==> src/sv/dpn_pkg.sv <==
`default_nettype none
// ----------------------------------------------------------------------------
// dpn_pkg: shared types for the dot product and norm unit
// Command and status groups passed between the controller and the datapath.
// ----------------------------------------------------------------------------
package dpn_pkg;

	// commands from controller to datapath
	typedef struct packed {
		logic s1_load;       // capture product of an accepted beat
		logic sq_sel;        // square elem_a instead of elem_a * elem_b
		logic acc_add;       // commit saturated sum of a non-last element
		logic out_load_sum;  // last element, dot mode: sum to output
		logic root_load;     // last element, norm mode: start root unit
		logic root_step;     // one root iteration
		logic out_load_root; // root to output
	} dpn_cmd_t;

	// status from datapath to controller
	typedef struct packed {
		logic root_done;     // all root iterations finished
	} dpn_sts_t;

endpackage
`default_nettype wire

==> src/sv/dpn_ifs.sv <==
`default_nettype none
// ----------------------------------------------------------------------------
// dpn_ifs: stream channels of the dot product and norm unit
// Element pair channel and result channel, valid/ready handshake.
// ----------------------------------------------------------------------------
interface dpn_in_if #(
	parameter int ELEM_WIDTH = 16
);
	logic                         valid;
	logic                         ready;
	logic                         action;
	logic signed [ELEM_WIDTH-1:0] elem_a;
	logic signed [ELEM_WIDTH-1:0] elem_b;
	logic                         last;

	modport source (output valid, output action, output elem_a, output elem_b,
		output last, input ready);
	modport sink (input valid, input action, input elem_a, input elem_b,
		input last, output ready);
endinterface

interface dpn_out_if #(
	parameter int ACC_WIDTH = 48
);
	logic                        valid;
	logic                        ready;
	logic signed [ACC_WIDTH-1:0] result;
	logic                        saturated;

	modport source (output valid, output result, output saturated, input ready);
	modport sink (input valid, input result, input saturated, output ready);
endinterface
`default_nettype wire

==> src/sv/dpn_isqrt.sv <==
`default_nettype none
// ----------------------------------------------------------------------------
// dpn_isqrt: iterative floor integer square root
// Digit-by-digit restoring root, two radicand bits per cycle while step is high.
// ----------------------------------------------------------------------------
module dpn_isqrt #(
	parameter int ACC_WIDTH = 48
) (
	input  wire logic                       clk,
	input  wire logic                       arst_n,
	input  wire logic                       load,
	input  wire logic                       step,
	input  wire logic [ACC_WIDTH-1:0]       radicand,
	output logic [(ACC_WIDTH+1)/2-1:0]      root,
	output logic                            done
);
	localparam int RW = (ACC_WIDTH + 1) / 2;
	localparam int NW = 2 * RW;
	localparam int CW = $clog2(RW + 1);

	logic [NW-1:0]   n_q;
	logic [RW+1:0]   rem_q;
	logic [RW-1:0]   root_q;
	logic [CW-1:0]   cnt_q;

	logic [RW+1:0]   rem_sh;
	logic [RW+1:0]   trial;
	logic            ge;

	// one iteration: bring down two bits, try (4*root + 1)
	assign rem_sh = {rem_q[RW-1:0], n_q[NW-1:NW-2]};
	assign trial  = {root_q, 2'b01};
	assign ge     = rem_sh >= trial;

	// step counter
	always_ff @(posedge clk or negedge arst_n) begin
		if (!arst_n) begin
			cnt_q <= '0;
		end else if (load) begin
			cnt_q <= CW'(RW);
		end else if (step) begin
			cnt_q <= cnt_q - 1'b1;
		end
	end

	// working registers
	always_ff @(posedge clk) begin
		if (load) begin
			n_q    <= NW'(radicand);
			rem_q  <= '0;
			root_q <= '0;
		end else if (step) begin
			n_q    <= {n_q[NW-3:0], 2'b00};
			rem_q  <= ge ? (rem_sh - trial) : rem_sh;
			root_q <= {root_q[RW-2:0], ge};
		end
	end

	assign root = root_q;
	assign done = (cnt_q == '0);
endmodule
`default_nettype wire

==> src/sv/dpn_datapath.sv <==
`default_nettype none
// ----------------------------------------------------------------------------
// dpn_datapath: multiply, saturating accumulate, root and output register
// Acts only on commands from the controller.
// ----------------------------------------------------------------------------
module dpn_datapath #(
	parameter int ELEM_WIDTH = 16,
	parameter int ACC_WIDTH  = 48
) (
	input  wire logic                         clk,
	input  wire logic                         arst_n,
	input  wire dpn_pkg::dpn_cmd_t            cmd,
	output dpn_pkg::dpn_sts_t                 sts,
	input  wire logic signed [ELEM_WIDTH-1:0] elem_a,
	input  wire logic signed [ELEM_WIDTH-1:0] elem_b,
	output logic signed [ACC_WIDTH-1:0]       result,
	output logic                              saturated
);
	import dpn_pkg::*;

	localparam int PW   = 2 * ELEM_WIDTH;
	localparam int SUMW = ((PW > ACC_WIDTH) ? PW : ACC_WIDTH) + 1;
	localparam int HW   = SUMW - ACC_WIDTH + 1;
	localparam int RW   = (ACC_WIDTH + 1) / 2;

	logic signed [PW-1:0]         p_s1;
	logic signed [ACC_WIDTH-1:0]  acc_q;
	logic                         clip_q;
	logic                         rclip_q;
	logic signed [ACC_WIDTH-1:0]  result_q;
	logic                         sat_q;

	logic signed [ELEM_WIDTH-1:0] mul_b;
	logic signed [PW-1:0]         prod;
	logic signed [SUMW-1:0]       sum;
	logic [HW-1:0]                sum_hi;
	logic                         ovf;
	logic signed [ACC_WIDTH-1:0]  sat_val;
	logic                         clip_now;
	logic [ACC_WIDTH-1:0]         radicand;
	logic [RW-1:0]                root;

	// multiplier: square in norm mode
	assign mul_b = cmd.sq_sel ? elem_a : elem_b;
	assign prod  = elem_a * mul_b;

	always_ff @(posedge clk) begin
		if (cmd.s1_load) begin
			p_s1 <= prod;
		end
	end

	// saturating add; overflow when the sign bit and the bits above it disagree
	assign sum      = SUMW'(acc_q) + SUMW'(p_s1);
	assign sum_hi   = sum[SUMW-1:ACC_WIDTH-1];
	assign ovf      = !((&sum_hi) || !(|sum_hi));
	assign sat_val  = !ovf ? sum[ACC_WIDTH-1:0] :
		(sum[SUMW-1] ? {1'b1, {(ACC_WIDTH-1){1'b0}}} : {1'b0, {(ACC_WIDTH-1){1'b1}}});
	assign clip_now = clip_q | ovf;

	// accumulator, cleared when a vector closes
	always_ff @(posedge clk or negedge arst_n) begin
		if (!arst_n) begin
			acc_q  <= '0;
			clip_q <= 1'b0;
		end else if (cmd.out_load_sum || cmd.root_load) begin
			acc_q  <= '0;
			clip_q <= 1'b0;
		end else if (cmd.acc_add) begin
			acc_q  <= sat_val;
			clip_q <= clip_now;
		end
	end

	// root of the final sum, negative sums read as zero
	assign radicand = sat_val[ACC_WIDTH-1] ? '0 : sat_val;

	dpn_isqrt #(
		.ACC_WIDTH (ACC_WIDTH)
	) u_isqrt (
		.clk      (clk),
		.arst_n   (arst_n),
		.load     (cmd.root_load),
		.step     (cmd.root_step),
		.radicand (radicand),
		.root     (root),
		.done     (sts.root_done)
	);

	always_ff @(posedge clk) begin
		if (cmd.root_load) begin
			rclip_q <= clip_now;
		end
	end

	// output register
	always_ff @(posedge clk) begin
		if (cmd.out_load_sum) begin
			result_q <= sat_val;
			sat_q    <= clip_now;
		end else if (cmd.out_load_root) begin
			result_q <= {{(ACC_WIDTH-RW){1'b0}}, root};
			sat_q    <= rclip_q;
		end
	end

	assign result    = result_q;
	assign saturated = sat_q;
endmodule
`default_nettype wire

==> src/sv/dpn_ctrl.sv <==
`default_nettype none
// ----------------------------------------------------------------------------
// dpn_ctrl: controller of the dot product and norm unit
// Tracks vector mode, the product stage, root sequencing and output valid.
// ----------------------------------------------------------------------------
module dpn_ctrl (
	input  wire logic              clk,
	input  wire logic              arst_n,
	input  wire logic              in_valid,
	output logic                   in_ready,
	input  wire logic              in_action,
	input  wire logic              in_last,
	output logic                   out_valid,
	input  wire logic              out_ready,
	output dpn_pkg::dpn_cmd_t      cmd,
	input  wire dpn_pkg::dpn_sts_t sts
);
	import dpn_pkg::*;

	typedef enum logic {
		S_RUN,
		S_ROOT
	} state_t;

	state_t state_q;
	logic   in_vector_q;
	logic   mode_q;
	logic   v_s1;
	logic   last_s1;
	logic   mode_s1;
	logic   out_valid_q;

	logic   in_fire;
	logic   mode_now;
	logic   out_free;
	logic   fin;

	// hold input while a last element or a root is in flight
	assign in_ready = (state_q == S_RUN) && !(v_s1 && last_s1);
	assign in_fire  = in_valid && in_ready;
	assign mode_now = in_vector_q ? mode_q : in_action;
	assign out_free = !out_valid_q || out_ready;
	assign fin      = v_s1 && last_s1 && (mode_s1 || out_free);

	// datapath commands
	always_comb begin
		cmd               = '0;
		cmd.s1_load       = in_fire;
		cmd.sq_sel        = mode_now;
		cmd.acc_add       = v_s1 && !last_s1;
		cmd.out_load_sum  = fin && !mode_s1;
		cmd.root_load     = fin && mode_s1;
		cmd.root_step     = (state_q == S_ROOT) && !sts.root_done;
		cmd.out_load_root = (state_q == S_ROOT) && sts.root_done && out_free;
	end

	// state and registered control
	always_ff @(posedge clk or negedge arst_n) begin
		if (!arst_n) begin
			state_q     <= S_RUN;
			in_vector_q <= 1'b0;
			mode_q      <= 1'b0;
			v_s1        <= 1'b0;
			last_s1     <= 1'b0;
			mode_s1     <= 1'b0;
			out_valid_q <= 1'b0;
		end else begin
			if (in_fire) begin
				in_vector_q <= !in_last;
				mode_q      <= mode_now;
				last_s1     <= in_last;
				mode_s1     <= mode_now;
			end
			v_s1 <= in_fire || (v_s1 && last_s1 && !fin);

			unique case (state_q)
				S_RUN: begin
					if (cmd.root_load) begin
						state_q <= S_ROOT;
					end
				end
				S_ROOT: begin
					if (cmd.out_load_root) begin
						state_q <= S_RUN;
					end
				end
				default: state_q <= S_RUN;
			endcase

			// output beat pending until taken
			if (cmd.out_load_sum || cmd.out_load_root) begin
				out_valid_q <= 1'b1;
			end else if (out_ready) begin
				out_valid_q <= 1'b0;
			end
		end
	end

	assign out_valid = out_valid_q;
endmodule
`default_nettype wire

==> src/sv/dot_product_and_norm_unit.sv <==
`default_nettype none
// ----------------------------------------------------------------------------
// dot_product_and_norm_unit: streaming dot product and Euclidean norm
// Top level joining the controller and the datapath to the two channels.
// ----------------------------------------------------------------------------
// One element pair is taken per cycle, unless the input is held as below,
// through a registered multiplier and a saturating accumulator. The beat
// marked last closes the vector: in dot mode the sum passes the product
// register into the output register and is then valid on the result channel,
// and the input is held while the closing beat sits in the product register.
// A dot sum that finds the output register still full holds the closing beat,
// and the input with it, until that register frees. In norm mode the
// iterative root unit, two radicand bits per cycle, runs between the closing
// beat and the result, and no element is taken while it runs. The mode is
// sampled on the first beat of each vector. A finished result waits in the
// output register while the next vector accumulates.
// ----------------------------------------------------------------------------
module dot_product_and_norm_unit #(
	parameter int ELEM_WIDTH = 16,
	parameter int ACC_WIDTH  = 48
) (
	input  wire logic clk,
	input  wire logic arst_n,
	dpn_in_if.sink    elems,
	dpn_out_if.source results
);
	import dpn_pkg::*;

	dpn_cmd_t cmd;
	dpn_sts_t sts;

	dpn_ctrl u_ctrl (
		.clk       (clk),
		.arst_n    (arst_n),
		.in_valid  (elems.valid),
		.in_ready  (elems.ready),
		.in_action (elems.action),
		.in_last   (elems.last),
		.out_valid (results.valid),
		.out_ready (results.ready),
		.cmd       (cmd),
		.sts       (sts)
	);

	dpn_datapath #(
		.ELEM_WIDTH (ELEM_WIDTH),
		.ACC_WIDTH  (ACC_WIDTH)
	) u_datapath (
		.clk       (clk),
		.arst_n    (arst_n),
		.cmd       (cmd),
		.sts       (sts),
		.elem_a    (elems.elem_a),
		.elem_b    (elems.elem_b),
		.result    (results.result),
		.saturated (results.saturated)
	);
endmodule
`default_nettype wire

==> src/flat_wrapper.sv <==
// flat-port wrapper written by rule: the top's interface ports become plain ports
module dot_product_and_norm_unit_flat import dpn_pkg::*;
#(
	parameter int ELEM_WIDTH = 16,
	parameter int ACC_WIDTH  = 48
)
  (clk, arst_n, elems_valid, elems_action, elems_elem_a, elems_elem_b, elems_last, elems_ready, results_valid, results_result, results_saturated, results_ready);
  dpn_in_if #(.ELEM_WIDTH(ELEM_WIDTH)) elems_i ();
  dpn_out_if #(.ACC_WIDTH(ACC_WIDTH)) results_i ();
  input  wire logic clk;
  input  wire logic arst_n;
  input wire logic [$bits(elems_i.valid)-1:0] elems_valid;
  input wire logic [$bits(elems_i.action)-1:0] elems_action;
  input wire logic [$bits(elems_i.elem_a)-1:0] elems_elem_a;
  input wire logic [$bits(elems_i.elem_b)-1:0] elems_elem_b;
  input wire logic [$bits(elems_i.last)-1:0] elems_last;
  output wire logic [$bits(elems_i.ready)-1:0] elems_ready;
  output wire logic [$bits(results_i.valid)-1:0] results_valid;
  output wire logic [$bits(results_i.result)-1:0] results_result;
  output wire logic [$bits(results_i.saturated)-1:0] results_saturated;
  input wire logic [$bits(results_i.ready)-1:0] results_ready;
  assign elems_i.valid = elems_valid;
  assign elems_i.action = elems_action;
  assign elems_i.elem_a = elems_elem_a;
  assign elems_i.elem_b = elems_elem_b;
  assign elems_i.last = elems_last;
  assign elems_ready = elems_i.ready;
  assign results_valid = results_i.valid;
  assign results_result = results_i.result;
  assign results_saturated = results_i.saturated;
  assign results_i.ready = results_ready;
  dot_product_and_norm_unit #(.ELEM_WIDTH(ELEM_WIDTH), .ACC_WIDTH(ACC_WIDTH)) u_core (.clk(clk), .arst_n(arst_n), .elems(elems_i), .results(results_i));
endmodule
==> config.mk <==
export PLATFORM = sky130hd
export DESIGN_NAME = dot_product_and_norm_unit_flat
export DESIGN_NICKNAME = d
export VERILOG_FILES = /design/src/sv/dpn_pkg.sv /design/src/sv/dpn_ifs.sv /design/src/sv/dpn_isqrt.sv /design/src/sv/dpn_datapath.sv /design/src/sv/dpn_ctrl.sv /design/src/sv/dot_product_and_norm_unit.sv /design/src/flat_wrapper.sv
export SDC_FILE = /design/constraint.sdc
export NUM_CORES = 1
export LEC_CHECK = 0
export BUFFER_PORTS_ARGS = -buffer_cell sky130_fd_sc_hd__buf_2
export CAP_MARGIN = 10
export CORE_ASPECT_RATIO = 1.2
export CORE_MARGIN = 10
export CORE_UTILIZATION = 45
export CTS_CLUSTER_SIZE = 24
export DETAILED_ROUTE_END_ITERATION = 8
export SYNTH_ARGS = -nofsm -noshare
export SYNTH_HDL_FRONTEND = slang
export SYNTH_HIERARCHICAL = 1
export SYNTH_SLANG_ARGS = --single-unit
==> constraint.sdc <==
create_clock -name clk -period 9.2 [get_ports clk]
set_input_delay 1.84 -clock clk [delete_from_list [all_inputs] [get_ports clk]]
set_output_delay 1.84 -clock clk [all_outputs]
set_load 0.1 [all_outputs]
# --- Yosys cells after proc, flatten, opt, wreduce, memory -nomap -nowiden ---
# Index checks and enable logic that the tools add are counted.
op_classes:
  n_bitwise: 2
  n_reduce_logical: 33
  n_mul: 1
  n_lt_le_gt_ge: 1
  mux: 23
  addsub: 3
op_table:
  columns: ["operator", "n"]
  rows:
  - ["$mux 48", 8]
  - ["$add 48x32->49", 1]
  - ["$mux 47", 1]
  - ["$mul 16x16->32", 1]
  - ["$ge 26x26->1", 1]
  - ["$mux 24", 1]
  - ["$sub 24x24->24", 1]
  - ["$mux 16", 1]
  - ["$logic_and 1x1->1", 11]
  - ["$mux 5", 2]
  - ["$logic_not 1->1", 9]
  - ["$mux 1", 9]
  - ["$reduce_bool 2->1", 4]
  - ["$logic_or 1x1->1", 6]
  - ["$logic_not 5->1", 1]
  - ["$sub 5x1->5 const B", 1]
  - ["$pmux 1 s2", 1]
  - ["$reduce_and 2->1", 1]
  - ["$reduce_or 2->1", 1]
  - ["$not 1->1", 1]
  - ["$or 1x1->1", 1]
totals:
  word_cells: 79
  reg_bits: 238
  out_inout_bits: 51
  in_bits: 38

# --- Depth between registers and ports, before layout ---
# Gate-level depths: netlist (run 1).
depth:
  ltp_word: 8
  mapped_depth: 30
  mapped_depth_nobuf: 26

# --- By module ---
# The synthesis (run 1) kept the hierarchy.
modules_own_cells:
  columns: ["mod", "cells_per_inst", "seq_area_each_um2", "area_per_inst_um2", "instances"]
  rows:
  - ["dpn_datapath", 1963, 3688.5, 18183.7, 1]
  - ["dpn_isqrt", 534, 2527.4, 5595.4, 1]
  - ["dpn_ctrl", 28, 150.1, 320.3, 1]

# --- Worst setup path after synthesis (run 1) ---
# OpenSTA, ideal clock, no wires.
synth_timing:
  path_type: "input to register"
  start: "input elems_action"
  end: "register u_core.u_datapath.p_s1[31], data pin"
  t_arrival_ps: 8729
  path_slack_ps: 212
  path_buffers: 4
  cell_stages: 24
  setup_ps: 259
  t_required_ps: 8941
  path_cell_list: "mux2_2 buf_4 clkbuf_1 clkbuf_1 mux2i_1 clkbuf_1 nand2b_1 fa_1 inv_1 fa_1 fa_1 fa_1 fa_1 inv_1 fa_1 inv_1 ha_1 or3b_2 a31o_2 a311oi_1 a21oi_1 o21ai_0 a21oi_1 xnor2_1"
synth_rtl:
  columns: ["item", "line_no", "source"]
  rows:
  - ["start, declared", "flat_wrapper.sv:13", "input wire logic [$bits(elems_i.action)-1:0] elems_action;"]
  - ["end signal, assigned", "dpn_datapath.sv:49", "p_s1 <= prod;"]
  - ["end, declared", "dpn_datapath.sv:26", "logic signed [PW-1:0] p_s1;"]

==> metrics.txt, run 1 <==
root buffer cell=clkbuf_16; Worst setup EP type=register; gpl congestion=a little over 0.9; post-synthesis sequential area ratio=0.264; post-synth top area share=0.218; most common cell in the synthesized netlist=inv_1; Top FF cell, synth=edfxtp_1; max cap viols=0; GRT overflow=0; layout cells sized above 1=0.107; fin. max-slew vios=0; run status=finished, final reports clean; Final ANT Viol Nets=0; Tightest Hold Check Type=register to register; area leader, netlist=fa_1; clk buf depth=3; Post-Syn Instances=2525; WL/cell=19.4 um; CP max-delay cell=fa_1; Cell Area, Synth=around 24000 um2; number of synthesized flops with an enable pin=130; cell row count=92; antenna cells=0; die width=between 200 and 250 um; clk sinks=about 240; clock transition at the registers of the reported paths=around 0.06 ns; final worst path period share=0.927; Storage cell area=about 6400 um2; CTS resizes=0; gr usage total=0.200; fill count=~5000; crit-path max FO=25; Initial Util=0.457; r2r worst-path depth=23; Core ar.=around 53000 um2; CTS Buf Count=23; post-synth cell types=92; most instantiated cells after synthesis=379 x inv_1, 263 x fa_1, 201 x nand2_1; die area=about 63000 um2; DR vias/cell=between 5 and 6; Die Y=approximately 270 um; Worst EP required=around 9.5 ns; CTS Hold Bufs=0; Max Clk Rate=between 100 and 150 MHz; routed vias=17800; TNS Setup=0 ns; slew margin rel.=0.312; Hold Path Depth=2; crit-path most repeated cell=fa_1; P&R area growth vs syn=8.15%; Clock Skews=~0.013 ns; Setup Viol. Count Final=0; DR DRC count=0; CP Buf/Inv Count=7; Synth Net Count=slightly below 3000; Synth Register Bits=roughly 240; Post-Syn Area per Cell=roughly 9.5 um2; Levels on crit path=27; Synth area leaders=fa_1 22%, edfxtp_1 16%, ha_1 8.2%, dfrtp_1 6.2%, inv_1 5.9%; largest net degree at the start of global routing=~80; IO Port Bufs=88; WS Path Type=primary input to register; nets=3012; initial antenna violation count=0; I/O pin cnt=slightly below 90; CTS tree=yes; RSZ-0062 raised after global routing=false; Crit path max-delay family=adder cells; Min Clock Period, post-route=roughly 8.5 ns; worst-margin pin slew=1.03 ns; worst path arrival time=between 8 and 9 ns; Critical Path Source Type=primary input; first-pass GRT wire length=roughly 100 mm; Hold Violations, Final=0; Crit path largest cell delay=approximately 0.55 ns; number of synthesis warnings=6; CTS H-tree depth=1; Clk Latency, worst-skew pair=0.53 ns; drt first pass iters=5; number of global-route vias before repair=between 15000 and 20000; drt initial violations=approximately 1100; WL final=roughly 63 mm; HPWL after DPL=about 50 mm; setup bufs post-CTS=0; ys async rst share=0.252; multi-input combinational cell area=15800 um2
## cell usage in the layout (no fill, tap or decap), types with 11 or more instances in the layout
cell | synthesis | routed
a211oi_1 | 35 | 35
a21o_1 | 47 | 47
a21oi_1 | 184 | 184
a31oi_1 | 12 | 12
and2_1 | 55 | 55
and3_1 | 12 | 11
buf_2 | 17 | 88
buf_4 | 3 | 36
clkbuf_16 | 0 | 23
dfrtp_1 | 60 | 60
dfxtp_1 | 48 | 48
edfxtp_1 | 130 | 130
fa_1 | 263 | 263
ha_1 | 158 | 158
inv_1 | 379 | 379
mux2_2 | 59 | 59
mux2i_1 | 38 | 38
nand2_1 | 201 | 201
nand2b_1 | 30 | 30
nand3_1 | 22 | 22
nand4_1 | 22 | 22
nor2_1 | 144 | 144
nor2b_1 | 88 | 87
nor3_1 | 20 | 19
o211ai_1 | 11 | 11
o21a_1 | 27 | 27
o21ai_0 | 110 | 109
o21bai_1 | 13 | 13
xnor2_1 | 66 | 66
xor2_1 | 38 | 38
## routing by layer
| metal | vias up | routed length (um) | GRT usage |
|---|---|---|---|
| li1 | 8416 | - | - |
| met1 | 8940 | 27200 | 0.246 |
| met2 | 402 | 32500 | 0.365 |
| met3 | 88 | 2210 | 0.0155 |
| met4 | 0 | 1650 | 0.0582 |
| met5 | - | 0 | 0 |
## area by class of cell
class	count	share of cell area
clock buffers	27	0.0234
clock inverters	14	0.00792
inverters	381	0.0549
multi-input cells	1783	0.607
flip-flops and latches	238	0.244
well taps	705	0.0338
repair buffers	126	0.0288
## sequential cells by signal, indices dropped and copies added, names as in the netlist
register and flops:
u_core/u_datapath/u_isqrt/root 24, u_core/u_datapath/acc_q 48, u_core/u_datapath/saturated 1, u_core/u_ctrl/in_vector_q 1, u_core/u_ctrl/last_s1 1, u_core/u_datapath/p_s1 32, u_core/u_datapath/u_isqrt/rem_q 24, u_core/u_ctrl/v_s1 1
u_core/u_datapath/u_isqrt/n_q 48, u_core/u_ctrl/state_q 1, u_core/u_datapath/u_isqrt/cnt_q 5, u_core/u_ctrl/mode_s1 1, u_core/u_datapath/rclip_q 1, u_core/u_ctrl/out_valid 1, u_core/u_datapath/result 48, u_core/u_datapath/clip_q 1
## cells by family after synthesis
kind of cell,count (synthesis),synth area share
fa+ha+maj,423,0.301
other cells,1,0.000156
flops,238,0.264
xor+xnor,105,0.0385
simple gates,630,0.128
mux,99,0.0446
compound gates,525,0.142
buf+inv,504,0.0815
## metrics by stage
stage	std cells	cell area [um2]	util	hold slack, ns	worst slack [ns]
floorplan	2525	24100	-	0.454	0.212
global route	3274	26100	0.494	0.520	0.387
global placement	3232	25200	0.478	0.471	0.256
finish	3274	26100	0.494	0.494	0.670
CTS	3273	26000	0.494	0.501	0.696
detailed placement	3232	25200	0.478	0.486	0.158
## worst reg2reg max path, delay by kind of cell, from the launching register on
family / cells / cell delay (ns)
AO/OA/AOI/OAI: 7 / 1.69
XOR/XNOR: 1 / 0.08
adder cells (fa/ha/maj): 7 / 3.44
buffers and inverters: 3 / 0.35
flip-flops: 1 / 0.38
multiplexers: 2 / 0.88
AND/OR/NAND/NOR: 3 / 0.52
## path summary, 6_finish.rpt
check	startpoint	to	slack (ns)
setup / recovery	elems_action	u_core/u_datapath/p_s1[31]$_DFFE_PP_	0.67
hold / removal	u_core/u_datapath/acc_q[25]$_DFFE_PN0P_	u_core/u_datapath/acc_q[25]$_DFFE_PN0P_	0.49
setup reg to reg	u_core/u_ctrl/in_vector_q$_DFFE_PN0P_	u_core/u_datapath/p_s1[28]$_DFFE_PP_	1.63
hold reg to reg	u_core/u_datapath/acc_q[25]$_DFFE_PN0P_	u_core/u_datapath/acc_q[25]$_DFFE_PN0P_	0.49
max in group asynchronous	arst_n	u_core/u_datapath/acc_q[2]$_DFFE_PN0P_	7.11
min in group asynchronous	arst_n	u_core/u_datapath/acc_q[44]$_DFFE_PN0P_	1.49
Power of run 1 is not shown: default switching activity piles up to over one toggle a cycle in this logic, so the estimate is an artifact.
==> inputs of run 2 (changes only) <==
--- a/config.mk
+++ b/config.mk
@@ -14,5 +14,4 @@
 export DETAILED_ROUTE_END_ITERATION = 8
 export SYNTH_ARGS = -nofsm -noshare
 export SYNTH_HDL_FRONTEND = slang
-export SYNTH_HIERARCHICAL = 1
 export SYNTH_SLANG_ARGS = --single-unit
==> run 2 against run 1 <==
Maximum frequency increased by 0.47%. Register-to-register slack lost 0.21 ns. Cell count rose by 1.4%. Clock skew fell by 0.0043 ns. Worst setup slack improved by 0.040 ns. Critical path depth shrank 1. Core utilization is 0.066 points higher. Synthesized cell count up 1.7%. Critical endpoint is now u_core.u_datapath.p_s1[29]$_DFFE_PP_.
==> metrics.txt, run 2 <==
run status=finished, final reports clean; P&R area growth vs syn=8.52%; number of synthesis warnings=0; post-synthesis sequential area ratio=0.270; IO Port Bufs=a little under 90; Hold Violations, Final=0; Synth Register Bits=about 240; clk sinks=approximately 240; Post-Syn Area per Cell=between 9 and 10 um2; Setup Viol. Count Final=0; nets=a little over 3000; WL final=65.6 mm; die width=229 um; worst path arrival time=8.78 ns; first-pass GRT wire length=around 100 mm; CTS tree=yes; Initial Util=0.456; Top FF cell, synth=edfxtp_1; Die Y=between 200 and 300 um; Final ANT Viol Nets=0; antenna cells=0; number of global-route vias before repair=approximately 19000; WL/cell=19.7 um; most common cell in the synthesized netlist=inv_1; root buffer cell=clkbuf_16; Core ar.=roughly 52000 um2; Worst EP required=around 9.5 ns; die area=62000 um2; fill count=~5000; setup bufs post-CTS=0; layout cells sized above 1=0.0781; initial antenna violation count=0; RSZ-0062 raised after global routing=false; Post-Syn Instances=between 2000 and 3000; crit-path most repeated cell=fa_1; CP max-delay cell=o311ai_0; clock transition at the registers of the reported paths=~0.07 ns; Crit path largest cell delay=between 0.6 and 0.7 ns; number of synthesized flops with an enable pin=between 100 and 150; TNS Setup=0 ns; Cell Area, Synth=~24000 um2; fin. max-slew vios=0; Synth area leaders=fa_1 22%, edfxtp_1 17%, ha_1 8.5%, dfrtp_1 6.4%, inv_1 5.9%; commonest cells after routing, fill and taps aside=372 x inv_1, 318 x nand2_1, 263 x fa_1, 175 x a21oi_1, 169 x o21ai_0; post-synth top area share=0.223; routed vias=18000; max cap viols=0; worst-margin pin slew=between 1 and 1.5 ns; drt initial violations=around 1200; Clk Latency, worst-skew pair=0.55 ns; Critical Path Source Type=primary input; slew margin rel.=0.198; DR DRC count=0; gpl congestion=approximately 0.94; WS Path Type=primary input to register; Synth Net Count=~3000; area leader, netlist=fa_1; Tightest Hold Check Type=register to register; crit-path max FO=14; cell row count=91; commonest non-fill, non-tap cell in the layout=inv_1; clk buf depth=3; HPWL after DPL=51.8 mm; post-synth cell types=71; I/O pin cnt=just under 90; CTS Buf Count=23; final worst path period share=0.923; gr usage total=0.209; Max Clk Rate=~120 MHz; most instantiated cells after synthesis=372 x inv_1, 320 x nand2_1, 263 x fa_1; drt first pass iters=5; CTS H-tree depth=1; CTS Hold Bufs=0; DR vias/cell=approximately 5.4; Worst setup EP type=register; GRT overflow=0; ys async rst share=0.252; Min Clock Period, post-route=between 8 and 9 ns; Clock Skews=about 0.0090 ns; largest net degree at the start of global routing=between 70 and 80; CTS resizes=0
-- run 2: cell types whose count changed after synthesis, sizes merged, moves of 8 or more --
cell / delta
a211oi: -25
clkbuf: +22
nand2: +117
buf: -28
a22o: +11
o21ai: +52
a311oi: -12
inv: -8
nor2: -57
o31ai: +8
a21oi: -12
mux2: -51
mux2i: -8
nand3: +33
-- run 2: final cells by class --
type	instances	area, um2	share of cell area
multi-input cells	1838	15400	0.601
clock inverters	17	186	0.00729
flip-flops and latches	238	6370	0.249
inverters	374	1400	0.0549
repair buffers	132	791	0.0309
well taps	697	872	0.0341
clock buffers	25	583	0.0228
-- run 2: cell families (layout without fill, tap and decap cells) --
kind of cell,Yosys count,after routing,share of synthesized area
adders and majority gates,423,423,0.308
AOI/OAI and AO/OA,551,551,0.143
DFF,238,238,0.270
buffers and inverters,491,548,0.0785
xor gates and xnor gates,95,95,0.0353
muxes,40,40,0.0175
and+or+nand+nor,729,729,0.148
-- run 2: path summary, 6_finish.rpt --
path	from	to	slack, ns	depth (start not counted)
worst max-delay path	elems_action	u_core.u_datapath.p_s1[29]$_DFFE_PP_	0.71	26
worst min-delay path	u_core.u_datapath.u_isqrt.root[21]$_SDFFE_PP0P_	u_core.u_datapath.u_isqrt.root[21]$_SDFFE_PP0P_	0.48	2
worst max register to register	u_core.u_ctrl.in_vector_q$_DFFE_PN0P_	u_core.u_datapath.p_s1[29]$_DFFE_PP_	1.42	25
worst min register to register	u_core.u_datapath.u_isqrt.root[21]$_SDFFE_PP0P_	u_core.u_datapath.u_isqrt.root[21]$_SDFFE_PP0P_	0.48	2
max in group asynchronous	arst_n	u_core.u_datapath.acc_q[5]$_DFFE_PN0P_	7.10	2
min in group asynchronous	arst_n	u_core.u_datapath.acc_q[41]$_DFFE_PN0P_	1.48	2
-- run 2: critical path, delay by kind of cell --
family                   cells  cell delay [ns]
XOR/XNOR                     1             0.10
AND/OR/NAND/NOR              2             0.22
AO/OA/AOI/OAI                7             1.73
buffers and inverters        7             0.72
adder cells (fa/ha/maj)      7             3.42
multiplexers                 2             0.74
-- run 2: metal layers --
metal,vias up,GRT usage,part of all wire
li1,8577,-,-
met4,0,0.0591,0.024
met3,77,0.0202,0.038
met2,416,0.390,0.52
met5,-,0,0
met1,8936,0.249,0.42
-- run 2: stage by stage --
step / cells / utilization / worst slack, ns / instance area [um2] / hold WS [ns]
final: 3321 / 0.495 / 0.710 / 25600 / 0.477
after global routing: 3321 / 0.495 / 0.275 / 25600 / 0.497
after CTS: 3320 / 0.494 / 0.793 / 25600 / 0.476
after detailed placement: 3278 / 0.480 / 0.226 / 24800 / 0.466
after global placement: 3278 / 0.480 / 0.421 / 24800 / 0.457
after floorplan: 2567 / - / 0.563 / 23600 / 0.445
Power of run 2 is left out for the same reason.
==> inputs of run 3 (changes only) <==
--- a/config.mk
+++ b/config.mk
@@ -12,6 +12,7 @@
 export CORE_UTILIZATION = 45
 export CTS_CLUSTER_SIZE = 24
 export DETAILED_ROUTE_END_ITERATION = 8
+export RECOVER_POWER = 50
 export SYNTH_ARGS = -nofsm -noshare
 export SYNTH_HDL_FRONTEND = slang
 export SYNTH_SLANG_ARGS = --single-unit
==> run 3 against run 2 <==
The run now ends with max-capacitance violations, max-slew violations left. Largest cell class unchanged. Core utilization down 0.23 points. Non-clock buffer count unchanged. Clock skew about the same. Worst setup slack worse by 0.12 ns. Cell count unchanged. Wire length up 0.11%. Cell area down 0.47%. Register-to-register slack worse by 0.21 ns. Global-route usage unchanged. Sequential share of layout area up 0.12 points. First-iteration DRC count down 3.0%. Critical path depth down 1.
==> metrics.txt, run 3 (synthesized netlist as in run 2, its figures left out) <==
Die Y=~270 um; TNS Setup=0 ns; max cap viols=6; IO Port Bufs=88; commonest cells after routing, fill and taps aside=372 x inv_1, 319 x nand2_1, 263 x fa_1, 175 x a21oi_1, 169 x o21ai_0; Non-Filler Instances=about 3300; Worst setup EP type=register; P&R area growth vs syn=8.01%; WL/cell=between 15 and 20 um; setup bufs post-CTS=0; CTS tree=yes; HP Start=u_core.u_datapath.u_isqrt.root[21]$_SDFFE_PP0P_; CTS resizes=0; worst-margin pin slew=roughly 3.8 ns; Clock Skews=~0.0094 ns; drt initial violations=roughly 1200; run status=finished with violations; fin. max-slew vios=between 300 and 400; worst slack at placement=roughly 0.23 ns; worst setup margin=approximately 0.6 ns; CTS H-tree depth=1; final worst path period share=0.936; crit-path max FO=16; first-pass GRT wire length=~100 mm; gpl congestion=approximately 0.94; Core ar.=51700 um2; worst path arrival time=8.90 ns; slew margin rel.=-1.50; die width=approximately 230 um; clk sinks=~240; Critical Path Source Type=primary input; WL final=65.6 mm; CTS Hold Bufs=0; clk buf depth=3; Hold Violations, Final=0; Setup Viol. Count Final=0; multi-input combinational cell area=15400 um2; Min Clock Period, post-route=roughly 8.6 ns; RSZ-0062 raised after global routing=false; Reg2Reg Launch Point=u_core.u_ctrl.mode_s1$_DFFE_PN0P_; gr usage total=0.209; failing checks=max-capacitance violations, max-slew violations; Final ANT Viol Nets=0; GRT overflow=0; HPWL after DPL=roughly 52 mm; initial antenna violation count=0; Worst EP required=9.49 ns; largest net degree at the start of global routing=79; number of global-route vias before repair=between 15000 and 20000; commonest non-fill, non-tap cell in the layout=inv_1; routed vias=around 18000; root buffer cell=clkbuf_16; Storage cell area=around 6400 um2; Initial Util=0.456; fill count=between 4000 and 5000; WS Path Type=primary input to register; Tightest Hold Check Type=register to register; die area=approximately 62000 um2; CP startpoint=elems_action; cell row count=91; layout cells sized above 1=0.0541; nets=between 3000 and 4000; Clk Latency, worst-skew pair=about 0.55 ns; I/O pin cnt=89; CTS Buf Count=23; drt first pass iters=5; Max Clk Rate=116 MHz; DR DRC count=0; placed insts=around 3300; antenna cells=0; DR vias/cell=5.44; clock transition at the registers of the reported paths=around 0.070 ns
run 3: layer usage:
metal | track usage | wire (um) | part of all wire
met1 | 0.249 | 27400 | 0.42
met2 | 0.390 | 33900 | 0.52
met3 | 0.0202 | 2570 | 0.039
met4 | 0.0591 | 1690 | 0.026
met5 | 0 | 0 | 0
run 3: path summary, 6_finish.rpt:
kind,slack (ns),endpoint,cells after the start
worst max-delay path,0.59,u_core.u_datapath.p_s1[29]$_DFFE_PP_,25
worst min-delay path,0.48,u_core.u_datapath.u_isqrt.root[21]$_SDFFE_PP0P_,2
worst max register to register,1.21,u_core.u_datapath.p_s1[29]$_DFFE_PP_,25
worst min register to register,0.48,u_core.u_datapath.u_isqrt.root[21]$_SDFFE_PP0P_,2
max in group asynchronous,4.37,u_core.u_datapath.acc_q[27]$_DFFE_PN0P_,2
min in group asynchronous,2.67,u_core.u_datapath.acc_q[41]$_DFFE_PN0P_,2
run 3: through the flow:
| stage | hold WS, ns | area, um2 | utilization |
|---|---|---|---|
| 6_report | 0.477 | 25500 | 0.493 |
| 5_1_grt | 0.497 | 25500 | 0.493 |
| 4_1_cts | 0.476 | 25600 | 0.494 |
| 3_5_place_dp | 0.466 | 24800 | 0.480 |
| 3_3_place_gp | 0.457 | 24800 | 0.480 |
| 2_1_floorplan | 0.445 | 23600 | - |
run 3: critical path, cell delays in order:
cell and delay (ns):
buf_2 0.11, mux2_1 0.47, buf_4 0.28, nand2_1 0.09
nand2_1 0.31, and2_1 0.32, fa_1 0.54, inv_1 0.06
fa_1 0.53, inv_1 0.06, fa_1 0.51, fa_1 0.45
fa_1 0.55, inv_1 0.05, fa_1 0.53, inv_1 0.04
ha_1 0.34, a21o_1 0.17, a21oi_1 0.26, nand2_1 0.10
o221ai_1 0.45, o311ai_0 0.32, a21oi_1 0.24, o21ai_0 0.12
xnor2_1 0.14
run 3: layout make-up:
type,count,area share
inverter,374,0.0551
multi-input combinational,1838,0.604
clock inverter,17,0.00732
sequential,238,0.250
timing repair buffer,132,0.0264
tap,697,0.0342
clock buffer,25,0.0229
Power of run 3 is left out for the same reason.
